--- config.mk ---
export PLATFORM = sky130hd
export DESIGN_NAME = positional_sequence_store_unit
export DESIGN_NICKNAME = d
export VERILOG_FILES = /design/src/pss_pkg.sv /design/src/pss_ram.sv /design/src/positional_sequence_store_unit.sv
export SDC_FILE = /design/constraint.sdc
export NUM_CORES = 1
export LEC_CHECK = 0
export ABC_AREA = 0
export BUFFER_PORTS_ARGS = -buffer_cell sky130_fd_sc_hd__buf_2
export CAP_MARGIN = 0
export CORE_UTILIZATION = 35
export CTS_CLUSTER_DIAMETER = 80
export DETAILED_ROUTE_END_ITERATION = 10
export PLACE_DENSITY = 0.54
export REMOVE_ABC_BUFFERS = 1
export SYNTH_ARGS = -nofsm -noshare
export SYNTH_HDL_FRONTEND = slang
export SYNTH_HIERARCHICAL = 1
export SYNTH_SLANG_ARGS = --single-unit
--- constraint.sdc ---
create_clock -name i_clk -period 6.66 [get_ports i_clk]
set_input_delay 1.332 -clock i_clk [delete_from_list [all_inputs] [get_ports i_clk]]
set_output_delay 1.332 -clock i_clk [all_outputs]
set_load 0.005 [all_outputs]
--- src/pss_pkg.sv ---
`default_nettype none

package pss_pkg;

    // field widths of one item
    localparam int CMD_W    = 3;
    localparam int POS_W    = 5;
    localparam int DATA_W   = 32;
    localparam int STATUS_W = 2;

    // default number of stored words
    localparam int DEFAULT_DEPTH = 16;

    typedef logic [CMD_W-1:0]    t_cmd;
    typedef logic [STATUS_W-1:0] t_status;

    // command codes
    localparam t_cmd CMD_INS_FRONT = 3'd0;
    localparam t_cmd CMD_INS_END   = 3'd1;
    localparam t_cmd CMD_INS_POS   = 3'd2;
    localparam t_cmd CMD_RM_FRONT  = 3'd3;
    localparam t_cmd CMD_RM_END    = 3'd4;
    localparam t_cmd CMD_RM_POS    = 3'd5;
    localparam t_cmd CMD_READ_ALL  = 3'd6;
    localparam t_cmd CMD_SIZE      = 3'd7;

    // status codes
    localparam t_status ST_OK     = 2'd0;
    localparam t_status ST_EMPTY  = 2'd1;
    localparam t_status ST_FULL   = 2'd2;
    localparam t_status ST_BADPOS = 2'd3;

endpackage

`default_nettype wire

--- src/pss_ram.sv ---
`default_nettype none

module pss_ram #(
    parameter int WIDTH = pss_pkg::DATA_W,
    parameter int DEPTH = pss_pkg::DEFAULT_DEPTH,
    parameter int AW    = (DEPTH > 1) ? $clog2(DEPTH) : 1
) (
    input  wire logic             i_clk,
    input  wire logic             i_wr_en,
    input  wire logic [AW-1:0]    i_wr_addr,
    input  wire logic [WIDTH-1:0] i_wr_data,
    input  wire logic             i_rd_en,
    input  wire logic [AW-1:0]    i_rd_addr,
    output logic      [WIDTH-1:0] o_rd_data
);

    logic [WIDTH-1:0] mem [DEPTH];

    // one write port
    always_ff @(posedge i_clk) begin
        if (i_wr_en) begin
            mem[i_wr_addr] <= i_wr_data;
        end
    end

    // registered read port
    always_ff @(posedge i_clk) begin
        if (i_rd_en) begin
            o_rd_data <= mem[i_rd_addr];
        end
    end

endmodule

`default_nettype wire

--- src/positional_sequence_store_unit.sv ---
`default_nettype none

// channel  | direction | handshake                 | payload
// ---------+-----------+---------------------------+-----------------------------------------
// input    | in        | i_in_valid / o_in_stall   | i_cmd, i_position, i_value_in
// output   | out       | o_out_valid / i_out_stall | o_value_out, o_entry_count, o_status,
//          |           |                           | o_last_of_run
//
// One item at a time in a circular buffer in one RAM with a head pointer. Insert at
// front or end writes at once, size reports the count, remove fetches the word and,
// inside the sequence, closes the gap; insert inside first moves later words toward
// the end; read-all streams entries front to end through the registered RAM read.
// Synchronous reset empties the store at once, no clearing pass. A stalled
// output holds its result; the next item is taken while it waits.

module positional_sequence_store_unit #(
    parameter int DEPTH = pss_pkg::DEFAULT_DEPTH,
    parameter int CW    = $clog2(DEPTH + 1)
) (
    input  wire logic                          i_clk,
    input  wire logic                          i_rst_n,
    input  wire logic                          i_in_valid,
    output logic                               o_in_stall,
    input  wire logic [pss_pkg::CMD_W-1:0]     i_cmd,
    input  wire logic [pss_pkg::POS_W-1:0]     i_position,
    input  wire logic signed [pss_pkg::DATA_W-1:0] i_value_in,
    output logic                               o_out_valid,
    input  wire logic                          i_out_stall,
    output logic signed [pss_pkg::DATA_W-1:0]  o_value_out,
    output logic [CW-1:0]                      o_entry_count,
    output logic [pss_pkg::STATUS_W-1:0]       o_status,
    output logic                               o_last_of_run
);

    import pss_pkg::*;

    localparam int AW = $clog2(DEPTH);
    localparam int LW = ((CW > POS_W) ? CW : POS_W) + 1;
    localparam logic [CW:0]   DEPTH_X = (CW + 1)'(DEPTH);
    localparam logic [CW-1:0] DEPTH_C = CW'(DEPTH);
    localparam logic [AW-1:0] LAST_SLOT = AW'(DEPTH - 1);

    localparam logic [2:0] S_IDLE = 3'd0;
    localparam logic [2:0] S_SHUP = 3'd1;
    localparam logic [2:0] S_SHDN = 3'd2;
    localparam logic [2:0] S_READ = 3'd3;
    localparam logic [2:0] S_EMIT = 3'd4;

    logic [2:0]        r_state;
    logic [CW-1:0]     r_count;
    logic [AW-1:0]     r_head;
    logic [DATA_W-1:0] r_val;
    logic [CW-1:0]     r_lo;
    logic [CW-1:0]     r_idx;
    logic [CW-1:0]     r_widx;
    logic              r_pend;
    logic              r_cap;
    logic              r_hinc;
    logic              r_rdok;
    logic [DATA_W-1:0] r_res_val;
    t_status           r_res_st;

    logic              r_out_valid;
    logic [DATA_W-1:0] r_out_val;
    logic [CW-1:0]     r_out_cnt;
    t_status           r_out_st;
    logic              r_out_last;

    logic              in_acc;
    logic              out_free;
    logic              full;
    logic              empty;
    logic [LW-1:0]     pos_x;
    logic [LW-1:0]     cnt_x;
    logic [CW-1:0]     pos_l;
    logic              ins_pos_ok;
    logic              rm_pos_ok;
    logic              is_ins;
    logic              is_rm;
    logic              ins_ok;
    logic              rm_ok;
    logic [CW-1:0]     ins_at;
    logic [CW-1:0]     rm_at;
    logic [AW-1:0]     head_dec;
    logic [AW-1:0]     head_inc;
    logic [CW-1:0]     cnt_m1;
    logic              shdn_more;
    logic              read_last;

    logic              ram_wr_en;
    logic [AW-1:0]     ram_wr_addr;
    logic [DATA_W-1:0] ram_wr_data;
    logic              ram_rd_en;
    logic [AW-1:0]     ram_rd_addr;
    logic [DATA_W-1:0] ram_rd_data;

    // logical index to RAM slot, sum stays below twice the depth
    function automatic logic [AW-1:0] f_slot(input logic [AW-1:0] head,
                                             input logic [CW-1:0] x);
        logic [CW:0] s;
        s = (CW + 1)'(head) + (CW + 1)'(x);
        if (s >= DEPTH_X) begin
            s = s - DEPTH_X;
        end
        return s[AW-1:0];
    endfunction

    pss_ram #(
        .WIDTH (DATA_W),
        .DEPTH (DEPTH),
        .AW    (AW)
    ) u_ram (
        .i_clk     (i_clk),
        .i_wr_en   (ram_wr_en),
        .i_wr_addr (ram_wr_addr),
        .i_wr_data (ram_wr_data),
        .i_rd_en   (ram_rd_en),
        .i_rd_addr (ram_rd_addr),
        .o_rd_data (ram_rd_data)
    );

    // handshakes
    assign in_acc     = (r_state == S_IDLE) && i_in_valid;
    assign o_in_stall = (r_state != S_IDLE);
    assign out_free   = !r_out_valid || !i_out_stall;

    // command decode and range checks
    assign full       = (r_count == DEPTH_C);
    assign empty      = (r_count == '0);
    assign pos_x      = LW'(i_position);
    assign cnt_x      = LW'(r_count);
    assign pos_l      = CW'(pos_x - LW'(1));
    assign ins_pos_ok = (pos_x != '0) && (pos_x <= cnt_x + LW'(1));
    assign rm_pos_ok  = (pos_x != '0) && (pos_x <= cnt_x);
    assign cnt_m1     = r_count - CW'(1);

    assign is_ins = (i_cmd == CMD_INS_FRONT) || (i_cmd == CMD_INS_END) ||
                    (i_cmd == CMD_INS_POS);
    assign is_rm  = (i_cmd == CMD_RM_FRONT) || (i_cmd == CMD_RM_END) ||
                    (i_cmd == CMD_RM_POS);
    assign ins_ok = !full && ((i_cmd != CMD_INS_POS) || ins_pos_ok);
    assign rm_ok  = !empty && ((i_cmd != CMD_RM_POS) || rm_pos_ok);

    always_comb begin
        priority if (i_cmd == CMD_INS_FRONT) begin
            ins_at = '0;
        end else if (i_cmd == CMD_INS_END) begin
            ins_at = r_count;
        end else begin
            ins_at = pos_l;
        end
    end

    always_comb begin
        priority if (i_cmd == CMD_RM_FRONT) begin
            rm_at = '0;
        end else if (i_cmd == CMD_RM_END) begin
            rm_at = cnt_m1;
        end else begin
            rm_at = pos_l;
        end
    end

    assign head_dec  = (r_head == '0) ? LAST_SLOT : r_head - AW'(1);
    assign head_inc  = (r_head == LAST_SLOT) ? '0 : r_head + AW'(1);
    assign shdn_more = r_idx < (r_hinc ? CW'(1) : r_count);
    assign read_last = (r_idx == cnt_m1);

    // RAM ports; shifts read and write distinct slots, so no forwarding
    always_comb begin
        ram_wr_en   = 1'b0;
        ram_wr_addr = '0;
        ram_wr_data = ram_rd_data;
        ram_rd_en   = 1'b0;
        ram_rd_addr = '0;
        unique case (r_state)
            S_IDLE: begin
                if (in_acc && is_ins && ins_ok) begin
                    if (ins_at == '0) begin
                        ram_wr_en   = 1'b1;
                        ram_wr_addr = head_dec;
                        ram_wr_data = i_value_in;
                    end else if (ins_at == r_count) begin
                        ram_wr_en   = 1'b1;
                        ram_wr_addr = f_slot(r_head, r_count);
                        ram_wr_data = i_value_in;
                    end
                end
            end
            S_SHUP: begin
                ram_rd_en   = (r_idx != r_lo);
                ram_rd_addr = f_slot(r_head, r_idx - CW'(1));
                if (r_pend) begin
                    ram_wr_en   = 1'b1;
                    ram_wr_addr = f_slot(r_head, r_widx);
                end else if (r_idx == r_lo) begin
                    ram_wr_en   = 1'b1;
                    ram_wr_addr = f_slot(r_head, r_lo);
                    ram_wr_data = r_val;
                end
            end
            S_SHDN: begin
                ram_rd_en   = shdn_more;
                ram_rd_addr = f_slot(r_head, r_idx);
                ram_wr_en   = r_pend && !r_cap;
                ram_wr_addr = f_slot(r_head, r_widx);
            end
            S_READ: begin
                ram_rd_en   = 1'b1;
                ram_rd_addr = f_slot(r_head, r_idx);
            end
            default: begin
            end
        endcase
    end

    // sequencer
    always_ff @(posedge i_clk) begin
        if (!i_rst_n) begin
            r_state <= S_IDLE;
            r_count <= '0;
            r_head  <= '0;
            r_pend  <= 1'b0;
            r_cap   <= 1'b0;
            r_hinc  <= 1'b0;
            r_rdok  <= 1'b0;
        end else begin
            unique case (r_state)
                S_IDLE: begin
                    if (in_acc) begin
                        r_val     <= i_value_in;
                        r_res_val <= '0;
                        r_res_st  <= ST_OK;
                        r_pend    <= 1'b0;
                        r_cap     <= 1'b0;
                        r_rdok    <= 1'b0;
                        r_state   <= S_EMIT;
                        if (is_ins) begin
                            if (full) begin
                                r_res_st <= ST_FULL;
                            end else if (!ins_ok) begin
                                r_res_st <= ST_BADPOS;
                            end else if (ins_at == '0) begin
                                r_head  <= head_dec;
                                r_count <= r_count + CW'(1);
                            end else if (ins_at == r_count) begin
                                r_count <= r_count + CW'(1);
                            end else begin
                                r_lo    <= ins_at;
                                r_idx   <= r_count;
                                r_state <= S_SHUP;
                            end
                        end else if (is_rm) begin
                            if (empty) begin
                                r_res_st <= ST_EMPTY;
                            end else if (!rm_ok) begin
                                r_res_st <= ST_BADPOS;
                            end else begin
                                r_lo    <= rm_at;
                                r_idx   <= rm_at;
                                r_hinc  <= (rm_at == '0);
                                r_state <= S_SHDN;
                            end
                        end else if (i_cmd == CMD_READ_ALL) begin
                            if (empty) begin
                                r_res_st <= ST_EMPTY;
                            end else begin
                                r_idx   <= '0;
                                r_state <= S_READ;
                            end
                        end
                    end
                end
                // move words one slot toward the end, then drop in the new word
                S_SHUP: begin
                    if (r_idx != r_lo) begin
                        r_widx <= r_idx;
                        r_idx  <= r_idx - CW'(1);
                        r_pend <= 1'b1;
                    end else begin
                        r_pend <= 1'b0;
                        if (!r_pend) begin
                            r_count <= r_count + CW'(1);
                            r_state <= S_EMIT;
                        end
                    end
                end
                // fetch the removed word, then close the gap
                S_SHDN: begin
                    if (r_pend && r_cap) begin
                        r_res_val <= ram_rd_data;
                    end
                    if (shdn_more) begin
                        r_widx <= r_idx - CW'(1);
                        r_cap  <= (r_idx == r_lo);
                        r_idx  <= r_idx + CW'(1);
                        r_pend <= 1'b1;
                    end else begin
                        r_pend <= 1'b0;
                        if (!r_pend) begin
                            r_count <= cnt_m1;
                            if (r_hinc) begin
                                r_head <= head_inc;
                            end
                            r_state <= S_EMIT;
                        end
                    end
                end
                // stream entries front to end
                S_READ: begin
                    if (!r_rdok) begin
                        r_rdok <= 1'b1;
                    end else if (out_free) begin
                        r_rdok <= 1'b0;
                        if (read_last) begin
                            r_state <= S_IDLE;
                        end else begin
                            r_idx <= r_idx + CW'(1);
                        end
                    end
                end
                S_EMIT: begin
                    if (out_free) begin
                        r_state <= S_IDLE;
                    end
                end
                default: begin
                    r_state <= S_IDLE;
                end
            endcase
        end
    end

    // output register
    always_ff @(posedge i_clk) begin
        if (!i_rst_n) begin
            r_out_valid <= 1'b0;
        end else if ((r_state == S_EMIT) && out_free) begin
            r_out_valid <= 1'b1;
            r_out_val   <= r_res_val;
            r_out_cnt   <= r_count;
            r_out_st    <= r_res_st;
            r_out_last  <= 1'b1;
        end else if ((r_state == S_READ) && r_rdok && out_free) begin
            r_out_valid <= 1'b1;
            r_out_val   <= ram_rd_data;
            r_out_cnt   <= r_count;
            r_out_st    <= ST_OK;
            r_out_last  <= read_last;
        end else if (!i_out_stall) begin
            r_out_valid <= 1'b0;
        end
    end

    assign o_out_valid   = r_out_valid;
    assign o_value_out   = r_out_val;
    assign o_entry_count = r_out_cnt;
    assign o_status      = r_out_st;
    assign o_last_of_run = r_out_last;

endmodule

`default_nettype wire
Word level (Yosys, flattened, before mapping)
Memory sizes are Yosys's and may differ from the RTL's. A register that Yosys moved wholly into a read port is not among the register bits.
Cells that the tools add are included.
Word-level totals
  memory bits (writable): 512
  memories kept: 1
  word-level logic and storage cells: 281
  bits of input ports: 44
  output and inout bits: 42
  register bits: 138
Cells by class
  reduce and logical (&&, ||, !) cells: 54
  $lt $le $gt $ge: 8
  muxes and demuxes: 129
  equal/unequal tests: 51
  $add $sub $neg: 18
  bitwise gates (word level): 2
Memory list
  u_ram.mem: words 16, width 32, rd ports 1, clocked after Yosys merged registers in 1, write ports 1, RTL line pss_ram.sv:17  | logic [WIDTH-1:0] mem [DEPTH];
Operator list (count)
  2-to-1 mux 32 bit: 9
  2-to-1 mux 5 bit: 41
  one-hot mux 32 bit (2 select lines): 2
  2-to-1 mux 4 bit: 20
  2-to-1 mux 3 bit: 18
  inequality test 2 bit (second input constant): 20
  adder 4 x 5 -> 6 bit: 5
  >= comparator 6 x 5 -> 1 bit (second input constant): 5
  subtractor 4 x 1 -> 4 bit (second input constant): 6
  one-hot mux 5 bit (4 select lines): 1
  AND reduction 10 bit: 2
  2-to-1 mux 1 bit: 19
  2-to-1 mux 2 bit: 8
  one-hot mux 4 bit (2 select lines): 2
  AND reduction 16 bit: 1
  == test 5 bit: 3
  logical NOT 5 bit: 3
  inequality test 3 bit (second input constant): 5
  one-hot mux 3 bit (5 select lines): 1
  one-hot mux 5 bit (3 select lines): 1
  subtractor 5 x 1 -> 5 bit (second input constant): 3
  == test 3 x 2 -> 1 bit (second input constant): 4
  == test 3 bit (second input constant): 4
  logical AND 1 bit: 12
  other kinds (35): 67

Longest topological paths before layout
  depth in word-level cells: 11
  depth in mapped cells: 16
  depth with buffers taken out: 13

Cells and area by module
The synthesis kept the hierarchy.
Modules (own cells, without submodules)
  pss_ram: times used 1, area an instance 20155.6 µm², sequential area each 16335.7 µm², cells an instance 838
  positional_sequence_store_unit: times used 1, area an instance 8279.2 µm², sequential area each 3943.8 µm², cells an instance 777

Worst setup path after synthesis
OpenSTA, ideal clock, no wires.
  path type: input to register
  from: in i_position[0] (netlist name)
  to: mem u_ram/mem[0][0] (netlist name) (enable)
  buffers on the path: 2
  arrival time: 5.919 ns
  stages: 12
  library setup time: 0.461 ns
  required time: 6.199 ns
  slack: 0.280 ns
  cells stage by stage: inv_1 > ha_1 > nor3b_1 > xnor2_1 > o41a_1 > o21bai_1 > nor2b_1 > buf_4 > buf_4 > nand2b_1 > or3b_2 > nor3_1
Between the ends
  word-level cells in the longest chain between the ends: 10
  elaborated cells between the ends (all ways): 21
  classes of those cells: add/sub: 1; order compare: 1; eq/ne: 1; mux: 12; reduce/logical: 6
Ends and longest elaborated chain
  from (decl): RTL line positional_sequence_store_unit.sv:25  | input wire logic [pss_pkg::POS_W-1:0] i_position,
  subtractor 5 x 1 -> 5 bit: RTL line positional_sequence_store_unit.sv:132  | assign pos_l = CW'(pos_x - LW'(1));
  2-to-1 mux 5 bit: RTL line positional_sequence_store_unit.sv:147  | end else if (i_cmd == CMD_INS_END) begin
  2-to-1 mux 5 bit: RTL line positional_sequence_store_unit.sv:145  | priority if (i_cmd == CMD_INS_FRONT) begin
  == test 5 bit: RTL line positional_sequence_store_unit.sv:183  | end else if (ins_at == r_count) begin
  2-to-1 mux 1 bit: RTL line positional_sequence_store_unit.sv:183
  2-to-1 mux 1 bit: RTL line positional_sequence_store_unit.sv:179  | if (ins_at == '0) begin
  2-to-1 mux 1 bit (*): RTL line positional_sequence_store_unit.sv:178  | if (in_acc && is_ins && ins_ok) begin
  one-hot mux 1 bit (3 select lines) (*): RTL line positional_sequence_store_unit.sv:176  | unique case (r_state)
  net ram_wr_en: RTL line positional_sequence_store_unit.sv:90  | logic ram_wr_en;
  2-to-1 mux 1 bit (*): RTL line pss_ram.sv:21  | if (i_wr_en) begin
  2-to-1 mux 1 bit (implied by the code) (*): RTL line pss_ram.sv:22  | mem[i_wr_addr] <= i_wr_data;
  to (decl): RTL line pss_ram.sv:17
The timed path passes the listed nets; every way through them passes the cells marked *.

Worst setup path after layout
  from: reg r_count[1]
  to: mem u_ram/mem[2][10] (netlist name), data pin
Between the ends
  word-level cells in the longest chain between the ends: 8
  elaborated cells between the ends (all ways): 16
  classes of those cells: add/sub: 1; order compare: 1; eq/ne: 2; mux: 6; reduce/logical: 6
Ends and longest elaborated chain
  from (decl): RTL line positional_sequence_store_unit.sv:50  | logic [CW-1:0] r_count;
  from (signal assigned): RTL line positional_sequence_store_unit.sv:245  | r_count <= r_count + CW'(1);
  from (signal assigned): RTL line positional_sequence_store_unit.sv:247  | r_count <= r_count + CW'(1);
  from (signal assigned): RTL line positional_sequence_store_unit.sv:283  | r_count <= r_count + CW'(1);
  adder 5 x 1 -> 6 bit: RTL line positional_sequence_store_unit.sv:133  | assign ins_pos_ok = (pos_x != '0) && (pos_x <= cnt_x + LW'(1));
  <= comparator 5 x 6 -> 1 bit: RTL line positional_sequence_store_unit.sv:133
  logical AND 1 bit: RTL line positional_sequence_store_unit.sv:133
  logical OR 1 bit: RTL line positional_sequence_store_unit.sv:141  | assign ins_ok = !full && ((i_cmd != CMD_INS_POS) || ins_pos_ok);
  logical AND 1 bit: RTL line positional_sequence_store_unit.sv:141
  logical AND 1 bit: RTL line positional_sequence_store_unit.sv:178
  2-to-1 mux 32 bit (*): RTL line positional_sequence_store_unit.sv:178
  one-hot mux 32 bit (2 select lines) (*): RTL line positional_sequence_store_unit.sv:176
  net ram_wr_data[10]: RTL line positional_sequence_store_unit.sv:92  | logic [DATA_W-1:0] ram_wr_data;
Marked as above.

==> flow_summary_export.csv <==
group,metric,value,unit
global_routing,antenna_found_initial,1,
clock_network,post_cts_buffers,0,
sta,holdWs,518,ps
clock_network,clock_path_buffers,3,
drt,drc,0,
drt,top_layer,"met5",
global_routing,grt_pass1_wl,108000,µm
drt,wl_per_cell,25.8,µm
power_and_ir_drop,power_frac_seq,42.0,%
drt,wl_met1,32500,µm
sta,setup_violations,0,
worst_setup_path,start_kind,"register",
finish,nNetsFinal,1811,
finish,layout_common_cells,"edfxtp_1, mux4_2, nand2_1",
sta,fin_skew,33.5,ps
sta,slew_headroom,21.0,%
global_routing,grt_overflow_total,0,
sta,min_period_over_period,75.3,%
drt,wl,73300,µm
power_and_ir_drop,combPwrFrac,29.6,%
drt,via_per_inst,5.50,
placement,hpwl,43200,µm
power_and_ir_drop,power_switching,4.51,mW
die,start_util,35.4,%
worst_setup_path,r2r_start,"r_count[1]",
synth,avgSynthCellArea,17.6,µm²
finish,diodes,0,
min_path,hold_start,"r_rdok",
power_and_ir_drop,switching_share,32.3,%
worst_setup_path,crit_start,"r_count[1]",
global_routing,grt_usage,17.9,%
sta,max_freq,0.199,GHz
die,die_y,287,µm
clock_network,cts-buffers-inserted,74,
synth,synth.area.top_cells,"edfxtp_1, mux4_2, a22oi_1, ha_1, mux2_2",
clock_network,insertion_delay,630,ps
finish,final_common_cell,"edfxtp_1",
drt,drt_iter0_markers,1443,
drt,wl_met3,3680,µm
synth,synth_seq_cells,681,
power_and_ir_drop,clkPwrFrac,28.4,%
synth,async_flop_share,0,%
placement,dpl_cell_area,0.0304,mm²
synth,synth.distinct_cells,71,
die,die_width,287,µm
worst_setup_path,cp.required,7000,ps
global_routing,grt_pass1_vias,16000,
power_and_ir_drop,p_int,9.45,mW
synth,yosysTopAreaCell,"edfxtp_1",
synth,synth-seq-area-share,71.3,%
synth,synthCells,1615,
drt,vias,15600,
min_path,min_path_type,"reg2reg",
sta,worst_slew_pin_slew,1180,ps
die,dieArea,0.0824,mm²
sta,finalCriticalPeriod,5010,ps
synth,synth_top_area_share,70.1,%
die,io-pin-count,86,
finish,drive_gt1_share,24.3,%
clock_network,cts_max_level,3,
worst_setup_path,cp_max_fo,33,
drt,dr_wl_met2,35700,µm
clock_network,clk_pin_slew_worst_paths,60,ps
synth,synth_edf_count,664,
clock_network,cts-root-buf,"clkbuf_16",
finish,syn2layout_area_growth,15.2,%
power_and_ir_drop,power,14.0,mW
sta,hold_violations,0,
placement,place_congestion,0.857,
finish,final_cell_area,0.0328,mm²
synth,synth_warnings,6,
clock_network,cts-resized-gates,0,
global_routing,grt_max_degree,129,
clock_network,cts_hold_buf,0,
drt,dr.pass1.iters,6,
power_and_ir_drop,power_density,426,mW/mm²
sta,rsz0062_at_grt,"no",
worst_setup_path,end_kind,"register",
worst_setup_path,path_class,"reg2reg",
die,coreArea,0.0804,mm²
drt,drtAntennaViolNets,0,
synth,synth_area,0.0284,mm²
sta,slew_viol_final,0,
clock_network,numClockSinks,681,
worst_setup_path,critical_path_arrival,5360,ps
synth,ys.flop_type,"edfxtp_1",
flow_run,max_cap_violations,0,
clock_network,cts_tree,"built",
status,status,"finished clean",
placement,io_buffer_count,85,
die,rows,104,
power_and_ir_drop,p_leak,10.7,nW
power_and_ir_drop,ir_drop,236,µV
==> layer usage <==
layer / GRT usage [%] / vias to the layer above
li1: - / 6771
met1: 24.7 / 8265
met2: 29.5 / 477
met3: 2.74 / 99
met4: 4.92 / 2
met5: 0 / -
==> critical path, stage by stage (launching register included) <==
cell,delay (ps)
dfxtp_1,720
inv_1,270
ha_1,500
inv_1,120
ha_1,300
nor2b_1,130
o21bai_1,80
a21o_1,230
o2111ai_1,300
nor2b_4,110
buf_4,340
a21oi_4,700
buf_4,420
a21o_1,510
==> logic make-up (layout without fill, tap and decap cells) <==
family	Yosys count	count (layout)	share of synthesized area (%)
xor+xnor	48	48	1.48
flops	681	681	71.3
simple gates	274	274	4.84
compound gates	289	289	7.16
buf+inv	119	283	1.81
mux	166	166	11.6
fa+ha+maj	38	38	1.78
==> sequential cells by signal, indices dropped and copies added, names as in the netlist <==
register         cells
r_idx                5
r_state              3
r_count              5
o_entry_count        5
r_rdok               1
o_status             2
r_pend               1
r_hinc               1
r_res_val           32
r_head               4
o_out_valid          1
r_lo                 5
r_res_st             2
u_ram/mem          512
u_ram/o_rd_data     32
r_widx               4
o_last_of_run        1
r_val               32
o_value_out         32
r_cap                1
==> layout make-up <==
class | instances | area (µm²)
clock buffer | 89 | 1910
clock inverter | 37 | 408
fill | 7201 | 47700
inverter | 27 | 101
multi-input combinational | 815 | 7850
sequential | 681 | 20300
tap | 1060 | 1330
timing repair buffer | 130 | 888
==> power by group through the flow <==
stage	combinational [mW]	clock, mW	sequential [mW]
floorplan	3.04	0	5.88
global placement	4.13	0	5.95
detailed placement	4.18	0	5.95
CTS	4.21	4.06	5.87
global route	4.48	4.21	5.90
finish	4.13	3.96	5.87
==> cell usage after synthesis, types with 4 or more instances <==
library cell,number
a21o_1,40
a21oi_1,47
a22o_1,32
a22oi_1,74
and2_1,5
and3_1,34
buf_1,12
buf_2,10
buf_4,13
clkbuf_1,56
dfxtp_1,17
edfxtp_1,664
fa_1,4
ha_1,34
inv_1,25
mux2_2,32
mux2i_1,6
mux4_2,128
nand2_1,87
nand2b_1,13
nand3_1,17
nand4_1,5
nor2_1,54
nor2b_1,12
nor3_1,19
nor4_1,5
o211ai_1,8
o21a_1,4
o21ai_0,32
o21bai_1,4
o22ai_1,6
o31ai_1,4
xnor2_1,34
xor2_1,14
==> worst paths after layout <==
kind / cells after the start / to / slack, ps
max: 13 / u_ram/mem[2][10] / 1650
min: 2 / r_rdok / 520
max reg2reg: 13 / u_ram/mem[2][10] / 1650
min reg2reg: 2 / r_rdok / 520
==> per-stage QoR <==
| step | worst slack [ps] | utilization (%) | std cells | TNS, ps |
|---|---|---|---|---|
| 6_report | 1650 | 40.7 | 2839 | 0 |
| 3_3_place_gp | 1360 | 37.9 | 2713 | 0 |
| 5_1_grt | 1340 | 40.7 | 2839 | 0 |
| 4_1_cts | 1580 | 40.7 | 2839 | 0 |
| 2_1_floorplan | -5660 | - | 1523 | -243560 |
| 3_5_place_dp | 1270 | 37.9 | 2713 | 0 |
No activity file was read; power rests on OpenSTA's default activity.
